--- src/fjs_pkg.sv ---
// ----------------------------------------------------------------------------
// Job scheduler package
// Codes, register indexes, state type and result record shared by the
// scheduler design.
// ----------------------------------------------------------------------------
`timescale 1ns / 1ps
`default_nettype none

package fjs_pkg;

    localparam logic [2:0] ST_ACCEPTED = 3'd0;
    localparam logic [2:0] ST_DROPPED  = 3'd1;
    localparam logic [2:0] ST_IDLE     = 3'd2;
    localparam logic [2:0] ST_RAN      = 3'd3;
    localparam logic [2:0] ST_DONE     = 3'd4;

    localparam logic [1:0] POL_FIFO = 2'd0;
    localparam logic [1:0] POL_RR   = 2'd1;
    localparam logic [1:0] POL_MLFQ = 2'd2;

    localparam logic [1:0] LVL_TOP = 2'd0;
    localparam logic [1:0] LVL_MID = 2'd1;
    localparam logic [1:0] LVL_BOT = 2'd2;

    localparam logic [1:0] LEVELS_THREE = 2'd3;

    localparam logic MODE_ARRIVAL = 1'b0;

    localparam logic [2:0] REG_POLICY   = 3'd0;
    localparam logic [2:0] REG_TOP_Q    = 3'd1;
    localparam logic [2:0] REG_MID_Q    = 3'd2;
    localparam logic [2:0] REG_BOT_Q    = 3'd3;
    localparam logic [2:0] REG_LEVELS   = 3'd4;

    typedef enum logic [1:0] {
        S_IDLE,
        S_EXEC,
        S_HOLD
    } state_t;

    typedef struct packed {
        logic [2:0]  status;
        logic [7:0]  running_id;
        logic [15:0] work_left;
        logic [31:0] finish_time;
    } result_t;

endpackage

`default_nettype wire

--- src/fifo_rr_feedback_job_scheduler_top.sv ---
// ----------------------------------------------------------------------------
// Multilevel feedback job scheduler
// Single-server scheduler with FIFO, round robin and feedback policies whose
// ready queues live in one shared synchronous queue memory.
// ----------------------------------------------------------------------------
// Every input word yields exactly one result word. An arrival writes the job
// to the tail of the top queue in the cycle it is accepted, if that queue
// has room. A tick that serves a job moves to the exec state: the accept
// cycle advances time and, when no job is running, updates the queue
// pointers and reads the head entry from the queue memory; the exec state
// applies the work unit and writes a preempted job back to a queue.
// Results pass through an output register plus one holding register, so one
// new word is taken while a result waits; beyond that the block waits for
// m_tready. The queue contents need no clearing after reset.
`timescale 1ns / 1ps
`default_nettype none

module fifo_rr_feedback_job_scheduler_top #(
    parameter int QUEUE_DEPTH = 16
) (
    input  wire         aclk,
    input  wire         aresetn,
    input  wire         cfg_wr_en,
    input  wire  [2:0]  cfg_addr,
    input  wire  [7:0]  cfg_wdata,
    input  wire         s_tvalid,
    output logic        s_tready,
    input  wire  [23:0] s_tdata,   // job_id[7:0], work_units[23:8]
    input  wire         s_tuser,   // mode
    output logic        m_tvalid,
    input  wire         m_tready,
    output logic [55:0] m_tdata,   // running_id[7:0], work_left[23:8], finish_time[55:24]
    output logic [2:0]  m_tuser    // status
);

    localparam int IDX_W     = $clog2(QUEUE_DEPTH);
    localparam int CNT_W     = $clog2(QUEUE_DEPTH + 1);
    localparam int SUM_W     = IDX_W + 1;
    localparam int MEM_DEPTH = 3 * QUEUE_DEPTH;
    localparam int ADDR_W    = $clog2(MEM_DEPTH);

    fjs_pkg::state_t  state_reg, state_next;
    fjs_pkg::result_t m_res_reg, m_res_next;
    fjs_pkg::result_t pend_reg, pend_next;
    fjs_pkg::result_t res;

    logic              m_tvalid_reg, m_tvalid_next;
    logic [1:0]        policy_reg;
    logic [7:0]        top_q_reg, mid_q_reg, bot_q_reg;
    logic [1:0]        levels_reg;
    logic [31:0]       now_reg, now_next;
    logic              busy_reg, busy_next;
    logic [23:0]       cur_job_reg, cur_job_next;
    logic [7:0]        slice_reg, slice_next;
    logic [1:0]        src_reg, src_next;
    logic              use_mem_reg, use_mem_next;
    logic [IDX_W-1:0]  head_reg [0:2];
    logic [IDX_W-1:0]  head_next [0:2];
    logic [CNT_W-1:0]  count_reg [0:2];
    logic [CNT_W-1:0]  count_next [0:2];

    logic [23:0]       mem [MEM_DEPTH];
    logic [23:0]       rdata_reg;
    logic              wr_en, rd_en;
    logic [ADDR_W-1:0] wr_addr, rd_addr;
    logic [23:0]       wr_data;

    logic              out_free, produce, fb, three, have, want_push;
    logic [1:0]        plvl;
    logic [7:0]        pq, sc;
    logic [23:0]       job;
    logic [15:0]       rem;
    logic              done;

    function automatic logic [ADDR_W-1:0] mem_addr(input logic [1:0] lvl,
                                                   input logic [IDX_W-1:0] idx);
        mem_addr = ADDR_W'(lvl) * ADDR_W'(QUEUE_DEPTH) + ADDR_W'(idx);
    endfunction

    function automatic logic [IDX_W-1:0] tail_idx(input logic [IDX_W-1:0] head,
                                                  input logic [CNT_W-1:0] cnt);
        logic [SUM_W-1:0] sum;
        sum = SUM_W'(head) + SUM_W'(cnt);
        if (sum >= SUM_W'(QUEUE_DEPTH)) begin
            sum = sum - SUM_W'(QUEUE_DEPTH);
        end
        tail_idx = sum[IDX_W-1:0];
    endfunction

    function automatic logic [IDX_W-1:0] head_inc(input logic [IDX_W-1:0] head);
        head_inc = (head == IDX_W'(QUEUE_DEPTH - 1)) ? '0 : head + IDX_W'(1);
    endfunction

    assign out_free = !m_tvalid_reg || m_tready;
    assign fb       = (policy_reg == fjs_pkg::POL_MLFQ);
    assign three    = (levels_reg == fjs_pkg::LEVELS_THREE);
    assign s_tready = (state_reg == fjs_pkg::S_IDLE);
    assign m_tvalid = m_tvalid_reg;
    assign m_tuser  = m_res_reg.status;
    assign m_tdata  = {m_res_reg.finish_time, m_res_reg.work_left, m_res_reg.running_id};

    always_comb begin
        state_next    = state_reg;
        m_res_next    = m_res_reg;
        pend_next     = pend_reg;
        m_tvalid_next = m_tvalid_reg && !m_tready;
        now_next      = now_reg;
        busy_next     = busy_reg;
        cur_job_next  = cur_job_reg;
        slice_next    = slice_reg;
        src_next      = src_reg;
        use_mem_next  = use_mem_reg;
        head_next     = head_reg;
        count_next    = count_reg;
        wr_en         = 1'b0;
        wr_addr       = '0;
        wr_data       = '0;
        rd_en         = 1'b0;
        rd_addr       = '0;
        res           = '0;
        produce       = 1'b0;
        have          = 1'b0;
        want_push     = 1'b0;
        plvl          = fjs_pkg::LVL_TOP;
        pq            = '0;
        sc            = slice_reg;
        job           = use_mem_reg ? rdata_reg : cur_job_reg;
        rem           = (job[15:0] != 16'd0) ? job[15:0] - 16'd1 : 16'd0;
        done          = (rem == 16'd0);

        case (state_reg)
            fjs_pkg::S_IDLE: begin
                if (s_tvalid) begin
                    if (s_tuser == fjs_pkg::MODE_ARRIVAL) begin
                        res.running_id = s_tdata[7:0];
                        if (count_reg[fjs_pkg::LVL_TOP] < CNT_W'(QUEUE_DEPTH)) begin
                            wr_en   = 1'b1;
                            wr_addr = mem_addr(fjs_pkg::LVL_TOP,
                                               tail_idx(head_reg[fjs_pkg::LVL_TOP],
                                                        count_reg[fjs_pkg::LVL_TOP]));
                            wr_data = {s_tdata[7:0], s_tdata[23:8]};
                            count_next[fjs_pkg::LVL_TOP] =
                                count_reg[fjs_pkg::LVL_TOP] + CNT_W'(1);
                            res.status = fjs_pkg::ST_ACCEPTED;
                        end else begin
                            res.status = fjs_pkg::ST_DROPPED;
                        end
                        produce = 1'b1;
                    end else begin
                        now_next     = now_reg + 32'd1;
                        use_mem_next = 1'b0;
                        if (!busy_reg) begin
                            if (!fb) begin
                                if (count_reg[fjs_pkg::LVL_TOP] != '0) begin
                                    have = 1'b1;
                                end
                            end else if (count_reg[fjs_pkg::LVL_TOP] != '0) begin
                                have = 1'b1;
                                pq   = top_q_reg;
                            end else if (three && count_reg[fjs_pkg::LVL_MID] != '0) begin
                                have = 1'b1;
                                plvl = fjs_pkg::LVL_MID;
                                pq   = mid_q_reg;
                            end else if (count_reg[fjs_pkg::LVL_BOT] != '0) begin
                                have = 1'b1;
                                plvl = fjs_pkg::LVL_BOT;
                                pq   = bot_q_reg;
                            end
                        end
                        if (have) begin
                            rd_en            = 1'b1;
                            rd_addr          = mem_addr(plvl, head_reg[plvl]);
                            head_next[plvl]  = head_inc(head_reg[plvl]);
                            count_next[plvl] = count_reg[plvl] - CNT_W'(1);
                            src_next         = plvl;
                            slice_next       = pq;
                            busy_next        = 1'b1;
                            use_mem_next     = 1'b1;
                            state_next       = fjs_pkg::S_EXEC;
                        end else if (busy_reg) begin
                            state_next = fjs_pkg::S_EXEC;
                        end else begin
                            res.status = fjs_pkg::ST_IDLE;
                            produce    = 1'b1;
                        end
                    end
                end
            end
            fjs_pkg::S_EXEC: begin
                cur_job_next = {job[23:16], rem};
                if (done) begin
                    busy_next = 1'b0;
                end else if (policy_reg == fjs_pkg::POL_RR) begin
                    if (sc != 8'hFF) begin
                        sc = sc + 8'd1;
                    end
                    if (sc >= top_q_reg && count_reg[fjs_pkg::LVL_TOP] != '0) begin
                        want_push = 1'b1;
                    end
                end else if (fb) begin
                    if (sc != 8'd0) begin
                        sc = sc - 8'd1;
                    end
                    if (sc == 8'd0) begin
                        want_push = 1'b1;
                        plvl = (src_reg == fjs_pkg::LVL_TOP && three) ?
                               fjs_pkg::LVL_MID : fjs_pkg::LVL_BOT;
                    end
                end
                slice_next = sc;
                if (want_push && count_reg[plvl] < CNT_W'(QUEUE_DEPTH)) begin
                    wr_en            = 1'b1;
                    wr_addr          = mem_addr(plvl, tail_idx(head_reg[plvl], count_reg[plvl]));
                    wr_data          = {job[23:16], rem};
                    count_next[plvl] = count_reg[plvl] + CNT_W'(1);
                    busy_next        = 1'b0;
                end
                res.status      = done ? fjs_pkg::ST_DONE : fjs_pkg::ST_RAN;
                res.running_id  = job[23:16];
                res.work_left   = rem;
                res.finish_time = done ? now_reg + 32'd1 : 32'd0;
                produce         = 1'b1;
            end
            fjs_pkg::S_HOLD: begin
                if (out_free) begin
                    m_res_next    = pend_reg;
                    m_tvalid_next = 1'b1;
                    state_next    = fjs_pkg::S_IDLE;
                end
            end
            default: begin
                state_next = fjs_pkg::S_IDLE;
            end
        endcase

        if (produce) begin
            if (out_free) begin
                m_res_next    = res;
                m_tvalid_next = 1'b1;
                state_next    = fjs_pkg::S_IDLE;
            end else begin
                pend_next  = res;
                state_next = fjs_pkg::S_HOLD;
            end
        end
    end

    always_ff @(posedge aclk) begin
        if (!aresetn) begin
            state_reg    <= fjs_pkg::S_IDLE;
            m_tvalid_reg <= 1'b0;
            policy_reg   <= fjs_pkg::POL_FIFO;
            top_q_reg    <= 8'd2;
            mid_q_reg    <= 8'd3;
            bot_q_reg    <= 8'd4;
            levels_reg   <= 2'd2;
            now_reg      <= '0;
            busy_reg     <= 1'b0;
            cur_job_reg  <= '0;
            slice_reg    <= '0;
            src_reg      <= fjs_pkg::LVL_TOP;
            use_mem_reg  <= 1'b0;
            for (int i = 0; i < 3; i++) begin
                head_reg[i]  <= '0;
                count_reg[i] <= '0;
            end
        end else begin
            state_reg    <= state_next;
            m_tvalid_reg <= m_tvalid_next;
            now_reg      <= now_next;
            busy_reg     <= busy_next;
            cur_job_reg  <= cur_job_next;
            slice_reg    <= slice_next;
            src_reg      <= src_next;
            use_mem_reg  <= use_mem_next;
            head_reg     <= head_next;
            count_reg    <= count_next;
            if (cfg_wr_en) begin
                case (cfg_addr)
                    fjs_pkg::REG_POLICY: policy_reg <= cfg_wdata[1:0];
                    fjs_pkg::REG_TOP_Q:  top_q_reg  <= cfg_wdata;
                    fjs_pkg::REG_MID_Q:  mid_q_reg  <= cfg_wdata;
                    fjs_pkg::REG_BOT_Q:  bot_q_reg  <= cfg_wdata;
                    fjs_pkg::REG_LEVELS: levels_reg <= cfg_wdata[1:0];
                    default: ;
                endcase
            end
        end
    end

    always_ff @(posedge aclk) begin
        m_res_reg <= m_res_next;
        pend_reg  <= pend_next;
    end

    always_ff @(posedge aclk) begin
        if (wr_en) begin
            mem[wr_addr] <= wr_data;
        end
        if (rd_en) begin
            rdata_reg <= mem[rd_addr];
        end
    end

    a_exec_after_accept: assert property (@(posedge aclk) disable iff (!aresetn)
        (state_reg == fjs_pkg::S_EXEC) |-> $past(s_tvalid && s_tready))
        else $error("service cycle without an accepted tick");

    a_exec_has_job: assert property (@(posedge aclk) disable iff (!aresetn)
        (state_reg == fjs_pkg::S_EXEC) |-> busy_reg)
        else $error("service cycle with no running job");

    a_hold_has_output: assert property (@(posedge aclk) disable iff (!aresetn)
        (state_reg == fjs_pkg::S_HOLD) |-> m_tvalid_reg)
        else $error("pending result while output register is empty");

    a_arrival_count: assert property (@(posedge aclk) disable iff (!aresetn)
        (s_tvalid && s_tready && s_tuser == fjs_pkg::MODE_ARRIVAL &&
         count_reg[fjs_pkg::LVL_TOP] < CNT_W'(QUEUE_DEPTH))
        |=> count_reg[fjs_pkg::LVL_TOP] == $past(count_reg[fjs_pkg::LVL_TOP]) + CNT_W'(1))
        else $error("top queue count did not grow on an accepted arrival");

    a_count_bound: assert property (@(posedge aclk) disable iff (!aresetn)
        count_reg[fjs_pkg::LVL_TOP] <= CNT_W'(QUEUE_DEPTH) &&
        count_reg[fjs_pkg::LVL_MID] <= CNT_W'(QUEUE_DEPTH) &&
        count_reg[fjs_pkg::LVL_BOT] <= CNT_W'(QUEUE_DEPTH))
        else $error("queue count beyond depth");

endmodule

`default_nettype wire
--- config.mk ---
export PLATFORM = sky130hd
export DESIGN_NAME = fifo_rr_feedback_job_scheduler_top
export DESIGN_NICKNAME = d
export VERILOG_FILES = /design/src/fjs_pkg.sv /design/src/fifo_rr_feedback_job_scheduler_top.sv
export SDC_FILE = /design/constraint.sdc
export NUM_CORES = 2
export LEC_CHECK = 0
export BUFFER_PORTS_ARGS = -buffer_cell sky130_fd_sc_hd__buf_4
export CORE_ASPECT_RATIO = 2
export CORE_MARGIN = 2
export CORE_UTILIZATION = 50
export DETAILED_ROUTE_END_ITERATION = 12
export GPL_TIMING_DRIVEN = 0
export PLACE_DENSITY = 0.77
export RECOVER_POWER = 25
export SYNTH_ARGS = -nofsm -noshare
export SYNTH_HDL_FRONTEND = slang
export SYNTH_SLANG_ARGS = --single-unit
--- constraint.sdc ---
create_clock -name aclk -period 8.5 [get_ports aclk]
set_clock_uncertainty 0.15 [all_clocks]
set_input_delay 1.275 -clock aclk [delete_from_list [all_inputs] [get_ports aclk]]
set_output_delay 1.275 -clock aclk [all_outputs]
set_load 0.01 [all_outputs]
Yosys cells after proc, flatten, opt, wreduce, memory -nomap -nowiden

Memories as Yosys holds them, arrays and structs flattened. A register that Yosys moved wholly into a read port is not among the register bits.
Cells that the tools add are included.

Bits in registers: 244
Latch bits: 0
Bits in writable memories: 1152
ROM bits: 0
Input port bits: 41
Output and inout bits: 61
Memories: 1

$add $sub $neg: 14
Multipliers: 0
Div/mod/pow operators: 0
Magnitude comparators: 9
Equality and inequality tests: 25
Shift-type cells: 0
Multiplexer cells: 147
Bitwise operators: 3
Reduce and logical (&&, ||, !) cells: 34

Memories:

| name | words | bits a word | rd ports | clocked after memory_dff | write ports | RTL line                                 | RTL |
|---|---|---|---|---|---|---|---|
| mem  | 48    | 24          | 1        | 1                        | 1           | fifo_rr_feedback_job_scheduler_top.sv:62 | `logic [23:0] mem [MEM_DEPTH];` |

Operators by type and width:

| kind                    | number |
|---|---|
| $mux W59                | 4 |
| $mux W8                 | 21 |
| $mux W24                | 5 |
| $mux W4                 | 13 |
| $mux W48                | 1 |
| $pmux W24 S2            | 1 |
| $mux W2                 | 23 |
| $mux W15                | 3 |
| $mux W5                 | 8 |
| $mux W1                 | 39 |
| $add A32 B1 Y32 const B | 1 |
| $mux W32                | 1 |
| $bwmux W15              | 2 |
| $mux W6                 | 5 |
| $pmux W15 S2            | 1 |
| $pmux W11 S2            | 1 |
| $bmux W5 S2             | 2 |
| $demux W5 S2            | 2 |
| $reduce_and A5 Y1       | 4 |
| $bmux W4 S2             | 2 |
| $logic_not A16 Y1       | 1 |
| $mux W16                | 1 |
| $pmux W8 S2             | 1 |
| $reduce_bool A16 Y1     | 1 |
| 50 further kinds        | 89 |

Depth between registers and ports, before layout

Word-level depth: 24
Mapped depth: 24

Least setup slack after synthesis

OpenSTA, ideal clock, no wires.

Kind: register -> register
Start: reg use_mem_reg
End: mem mem[0][0] (enable)
Setup time: 474 ps
Data arrival time: 7546 ps
Data required time: 7876 ps
Setup slack: 330 ps
Cell stages (with the launch flop): 20
Buffers on the path: 5
Period minus slack after synthesis: 8170 ps
Cell sequence: dfxtp_1 > buf_2 > buf_2 > clkbuf_1 > clkbuf_1 > mux2i_1 > ha_1 > o21ai_0 > o21ai_0 > a21oi_1 > or3_4 > o31ai_2 > clkbuf_1 > o21ai_0 > ha_1 > ha_1 > nor2_1 > o32ai_1 > o21bai_1 > nor4b_1

Longest elaborated chain between the ends: 18
Elaborated cells on any way between the ends: 31
Classes of those cells: add/sub: 4; order compare: 2; mux: 21; bitwise: 1; reduce/logical: 3

Ends and longest elaborated chain:

| item                                                                          | RTL line                                                                             | RTL |
|---|---|---|
| start: declaration                                                            | fifo_rr_feedback_job_scheduler_top.sv:56                                             | `logic use_mem_reg, use_mem_next;` |
| start signal: assignment                                                      | fifo_rr_feedback_job_scheduler_top.sv:275                                            | `use_mem_reg <= use_mem_next;` |
| $mux W24 (*)                                                                  | fifo_rr_feedback_job_scheduler_top.sv:127                                            | `job = use_mem_reg ? rdata_reg : cur_job_reg;` |
| $sub A16 B1 Y16 / $reduce_bool A16 Y1 (equally long branches)                 | fifo_rr_feedback_job_scheduler_top.sv:128                                            | `rem = (job[15:0] != 16'd0) ? job[15:0] - 16'd1 : 16'd0;` |
| $mux W16 (*)                                                                  | fifo_rr_feedback_job_scheduler_top.sv:128                                            |  |
| $logic_not A16 Y1 (*)                                                         | fifo_rr_feedback_job_scheduler_top.sv:129                                            | `done = (rem == 16'd0);` |
| $mux W2                                                                       | fifo_rr_feedback_job_scheduler_top.sv:191                                            | `if (done) begin` |
| $mux W2                                                                       | fifo_rr_feedback_job_scheduler_top.sv:131                                            | `case (state_reg)` |
| $not A2 Y3 (not written as such)                                              | fifo_rr_feedback_job_scheduler_top.sv:211, fifo_rr_feedback_job_scheduler_top.sv:213 |  |
| $bmux W4 S2 / $bmux W5 S2 (equally long branches)                             | fifo_rr_feedback_job_scheduler_top.sv:213, fifo_rr_feedback_job_scheduler_top.sv:211 |  |
| $mux W4 (not written as such) / $mux W5 (equally long branches) (2 in series) | fifo_rr_feedback_job_scheduler_top.sv:213, fifo_rr_feedback_job_scheduler_top.sv:211 |  |
| $add A4 B5 Y5                                                                 | fifo_rr_feedback_job_scheduler_top.sv:83                                             | `sum = SUM_W'(head) + SUM_W'(cnt);` |
| $sub A4 B1 Y4 / $ge A5 B5 Y1 (equally long branches)                          | fifo_rr_feedback_job_scheduler_top.sv:85, fifo_rr_feedback_job_scheduler_top.sv:84   |  |
| $mux W4                                                                       | fifo_rr_feedback_job_scheduler_top.sv:84                                             | `if (sum >= SUM_W'(QUEUE_DEPTH)) begin` |
| $mux W4                                                                       | fifo_rr_feedback_job_scheduler_top.sv:211                                            | `if (want_push && count_reg[plvl] < CNT_W'(QUEUE_DEPTH)) begin` |
| $mux W4                                                                       | fifo_rr_feedback_job_scheduler_top.sv:131                                            |  |
| $add A6 B4 Y6                                                                 | fifo_rr_feedback_job_scheduler_top.sv:77                                             | `mem_addr = ADDR_W'(lvl) * ADDR_W'(QUEUE_DEPTH) + ADDR_W'(idx);` |
| $mux W6                                                                       | fifo_rr_feedback_job_scheduler_top.sv:211                                            |  |
| $pmux W6 S2                                                                   | fifo_rr_feedback_job_scheduler_top.sv:131                                            |  |
| end: declaration                                                              | fifo_rr_feedback_job_scheduler_top.sv:62                                             |  |

Mark *: on every way between the ends. The rest lies on a longest branch, timed or not. The select of a mux whose other input is x is not followed.

Worst setup path in the final report

Start: reg count_reg[11] (netlist bit)
End: reg rdata_reg[21] (read register of mem) (data pin)

Longest elaborated chain between the ends: 16
Elaborated cells on any way between the ends: 27
Classes of those cells: add/sub: 1; mux: 24; bitwise: 1; reduce/logical: 1

Ends and longest elaborated chain:

| item                                        | RTL line                                                                             | RTL |
|---|---|---|
| start: declaration                          | fifo_rr_feedback_job_scheduler_top.sv:59                                             | `logic [CNT_W-1:0] count_reg [0:2];` |
| start signal: assignment                    | fifo_rr_feedback_job_scheduler_top.sv:277                                            | `count_reg <= count_next;` |
| $reduce_bool A5 Y1 (*)                      | fifo_rr_feedback_job_scheduler_top.sv:154, fifo_rr_feedback_job_scheduler_top.sv:157 |  |
| $mux W2                                     | fifo_rr_feedback_job_scheduler_top.sv:157                                            | `end else if (count_reg[fjs_pkg::LVL_TOP] != '0) begin` |
| $mux W2                                     | fifo_rr_feedback_job_scheduler_top.sv:153                                            | `if (!fb) begin` |
| $mux W2                                     | fifo_rr_feedback_job_scheduler_top.sv:152                                            | `if (!busy_reg) begin` |
| $mux W2                                     | fifo_rr_feedback_job_scheduler_top.sv:134                                            | `if (s_tuser == fjs_pkg::MODE_ARRIVAL) begin` |
| $mux W2                                     | fifo_rr_feedback_job_scheduler_top.sv:133                                            | `if (s_tvalid) begin` |
| $mux W2                                     | fifo_rr_feedback_job_scheduler_top.sv:131                                            |  |
| $not A2 Y3 (not written as such)            | fifo_rr_feedback_job_scheduler_top.sv:172                                            | `rd_addr = mem_addr(plvl, head_reg[plvl]);` |
| $bmux W4 S2                                 | fifo_rr_feedback_job_scheduler_top.sv:172                                            |  |
| $mux W4 (not written as such) (2 in series) | fifo_rr_feedback_job_scheduler_top.sv:172                                            |  |
| $add A6 B4 Y6                               | fifo_rr_feedback_job_scheduler_top.sv:77                                             |  |
| $mux W6                                     | fifo_rr_feedback_job_scheduler_top.sv:170                                            | `if (have) begin` |
| $mux W6                                     | fifo_rr_feedback_job_scheduler_top.sv:134                                            |  |
| $mux W6                                     | fifo_rr_feedback_job_scheduler_top.sv:133                                            |  |
| $mux W6                                     | fifo_rr_feedback_job_scheduler_top.sv:131                                            |  |
| end: declaration                            | fifo_rr_feedback_job_scheduler_top.sv:63                                             | `logic [23:0] rdata_reg;` |

Marks and branches as above.
A chain may end at the register's enable or synchronous reset.

==> results.toml <==
[routing]
vias_per_cell = 6.29
vias = 42300
wl_met3_um = 18000
drtPass1Iterations = 8
drt_iter0_drc = 4636
avgRoutedWirePerCell_um = 28.8
ant_nets = 0
drc_errors = 0
dr_wl_met2_um = 95700
top_layer_used = "met5"
routed_wl_um = 193000
wl_met1_um = 56000

[clocking]
postCtsHoldBufs = 0
clk_latency_ps = 750
cts.clk_slew.worst_paths_ps = 70
cts_tree = "done"
clkSinkCount = 1420
cts_buffers = 108
cts-root-buf = "clkbuf_16"
cts_max_path_buffers = 3
ctsHtreeMaxLevel = 3

[power]
ir_drop_mv = 0.164
switchingPower_uw = 3700
power.internal_uw = 10900
p_per_area_mw_per_mm2 = 219
p_seq_frac = 0.532
totalPowerFinal_uw = 14600
p_leak_uw = 0.0225
power.share.clock = 0.360
pwr-share-comb = 0.108
swShare = 0.254

[floorplan]
fp.dieH_um = 488
ioPinCount = 102
rows = 177
dieArea_sq_mm = 0.120
die_w_um = 246
initial_core_util = 0.503
core-area_sq_mm = 0.116

[status]
violations = "max-capacitance violations, max-slew violations"
status = "finished with violations"

[placement]
io_buffers = 100
globalplace.congestion = 1.09
hpwlAfterDp_um = 138000
dp_slack_ps = -192

[critical_path]
critPathKind = "flip-flop to flip-flop"
start_kind = "flip-flop"
cp.required_ps = 8790
crit_arrival_ps = 8720
end_kind = "flip-flop"
critPathMaxFanout = 10

[finish]
largest_reg_flops = 1152
layout_common_cells = "edfxtp_1, nand2_1, nand3_1, clkbuf_1, a21oi_1"
drive_above_1_share = 0.0889
synthToLayoutAreaGrowth_pct = 13.8
mostFrequentLayoutCell = "edfxtp_1"
num-fill-cells = 9176
nets = 5175

[synth]
synth_flop_cell = "edfxtp_1"
syn-num-nets = 4827
syn_avg_cell_area_sq_um = 12.3
synth_cells = 4759
yosys-top-cells-area = "edfxtp_1, dfxtp_1, nand2_1, nand3_1, a21oi_1"
ys_seq_area_frac = 0.697
synth_edf_count = 1235
ys_seq_elements = 1420
async_reset_ff_frac = 0
yosys_warnings = 0
synth_area_leader_cell = "edfxtp_1"
yosysTopAreaCellShare = 0.634
synth_cell_types = 85
synthesis.area_sq_mm = 0.0585

[global_route]
grt_max_degree = 49
grt_pass1_wl_um = 275000
antenna_found_initial = 8
grt.overflow.total = 0
grt_pass1_vias = 42000
grt.total_usage = 0.322

[sta]
setup_slack_ps = 71.7
holdWs_ps = 312
setup_viol = 0
period_needed_ps = 8430
worst_pin_slew_ps = 3990
max-slew-margin-rel = -1.69
fin_crit_sh = 0.992
drv_slew = 273
grt_setup_unrepaired = "false"
fmax_mhz = 119
tns_ps = 0
finalHoldViolCount = 0

[job]
drv_cap = 16

[min_path]
hold_class = "flip-flop to flip-flop"
per-stage QoR:
stage / cell area, sq um / std cells / util
after floorplan: 58500 / 4759 / -
after global placement: 61200 / 6380 / 0.526
after detailed placement: 63200 / 6498 / 0.544
after CTS: 66800 / 6707 / 0.575
after global routing: 66600 / 6721 / 0.573
final: 66600 / 6721 / 0.573
final cells by class:
type                    instances  area (sq um)  area share
clock buffers                 128          2820      0.0424
well taps                    1521          1900      0.0286
multi-input cells            2966         16800       0.252
diodes                          1          2.50   0.0000376
plain buffers                 324          1250      0.0188
repair buffers                239          2100      0.0316
inverters                      48           180     0.00271
flip-flops and latches       1420         40800       0.613
clock inverters                74           762      0.0114
final timing paths:
path                                     from             to  slack, ps  cells past startpoint
worst max register to register  count_reg[11]  rdata_reg[21]         70                     18
worst min-delay path             mid_q_reg[7]   mid_q_reg[7]        310                      2
worst max-delay path            count_reg[11]  rdata_reg[21]         70                     18
worst min register to register   mid_q_reg[7]   mid_q_reg[7]        310                      2
metal layers:
| layer | vias to the layer above | track usage |
|---|---|---|
| met5 | - | 0.00124 |
| met4 | 14 | 0.313 |
| met3 | 883 | 0.0816 |
| met2 | 2671 | 0.556 |
| met1 | 20300 | 0.303 |
| li1 | 18400 | - |
Yosys cell counts (6+ instances only):
cell	instances
a32oi_1	26
mux2i_1	97
nor2b_1	10
a211oi_1	16
xnor2_1	43
clkbuf_1	272
nor2_1	220
nor3b_1	6
buf_1	40
a21oi_1	237
ha_1	26
nand2_1	972
nor4_2	17
nor4b_2	9
and3_1	69
a22o_1	22
nand3b_1	6
nor3_1	52
buf_2	9
mux2_2	10
inv_1	48
nor4_1	32
o22ai_1	111
nand2b_1	7
a32o_1	23
edfxtp_1	1235
a31oi_1	55
a21o_1	16
nand4_1	6
dfxtp_1	185
o221ai_1	98
or3_1	17
o21ai_0	94
and2_1	11
nor4b_1	6
xor2_1	44
or2_2	6
a311oi_1	24
nand3_1	496
worst max-delay path: stages, from the launching register on:
cell and delay, ps:
dfxtp_1 480, inv_1 230, ha_1 170, nor4b_1 740
nand2_1 290, a31oi_1 680, o22ai_1 560, inv_1 190
clkbuf_1 930, nand2_1 480, clkbuf_1 430, clkbuf_1 590
clkbuf_1 640, nand2_1 200, nand3_1 100, nand3_1 200
nand3_1 120, a21oi_2 750, a311oi_1 170
logic make-up (layout without fill, tap and decap cells):
| logic type | after synthesis | after routing | share of synthesized area |
|---|---|---|---|
| AO/OA/AOI/OAI | 779 | 779 | 0.0885 |
| XOR/XNOR | 89 | 89 | 0.0136 |
| adder cells (fa/ha/maj) | 27 | 27 | 0.00590 |
| buffers and inverters | 373 | 813 | 0.0245 |
| flip-flops | 1420 | 1420 | 0.697 |
| multiplexers | 107 | 107 | 0.0185 |
| other | 0 | 1 | 0 |
| AND/OR/NAND/NOR | 1964 | 1964 | 0.152 |
power groups by stage:
stage	clock (uW)	combinational [uW]	sequential [uW]
2_1_floorplan	0	866	7930
3_3_place_gp	0	1460	7940
3_5_place_dp	0	1560	7920
4_1_cts	5250	1570	7760
5_1_grt	5490	1650	7770
6_report	5250	1570	7770
timing repair:
action,4_1_cts,5_1_grt
buffers inserted,7,12
endpoints found under the setup margin,269,658
pin swaps,3,5
gates resized for setup,1,20
Note: power is estimated with default switching activity, not from simulation.
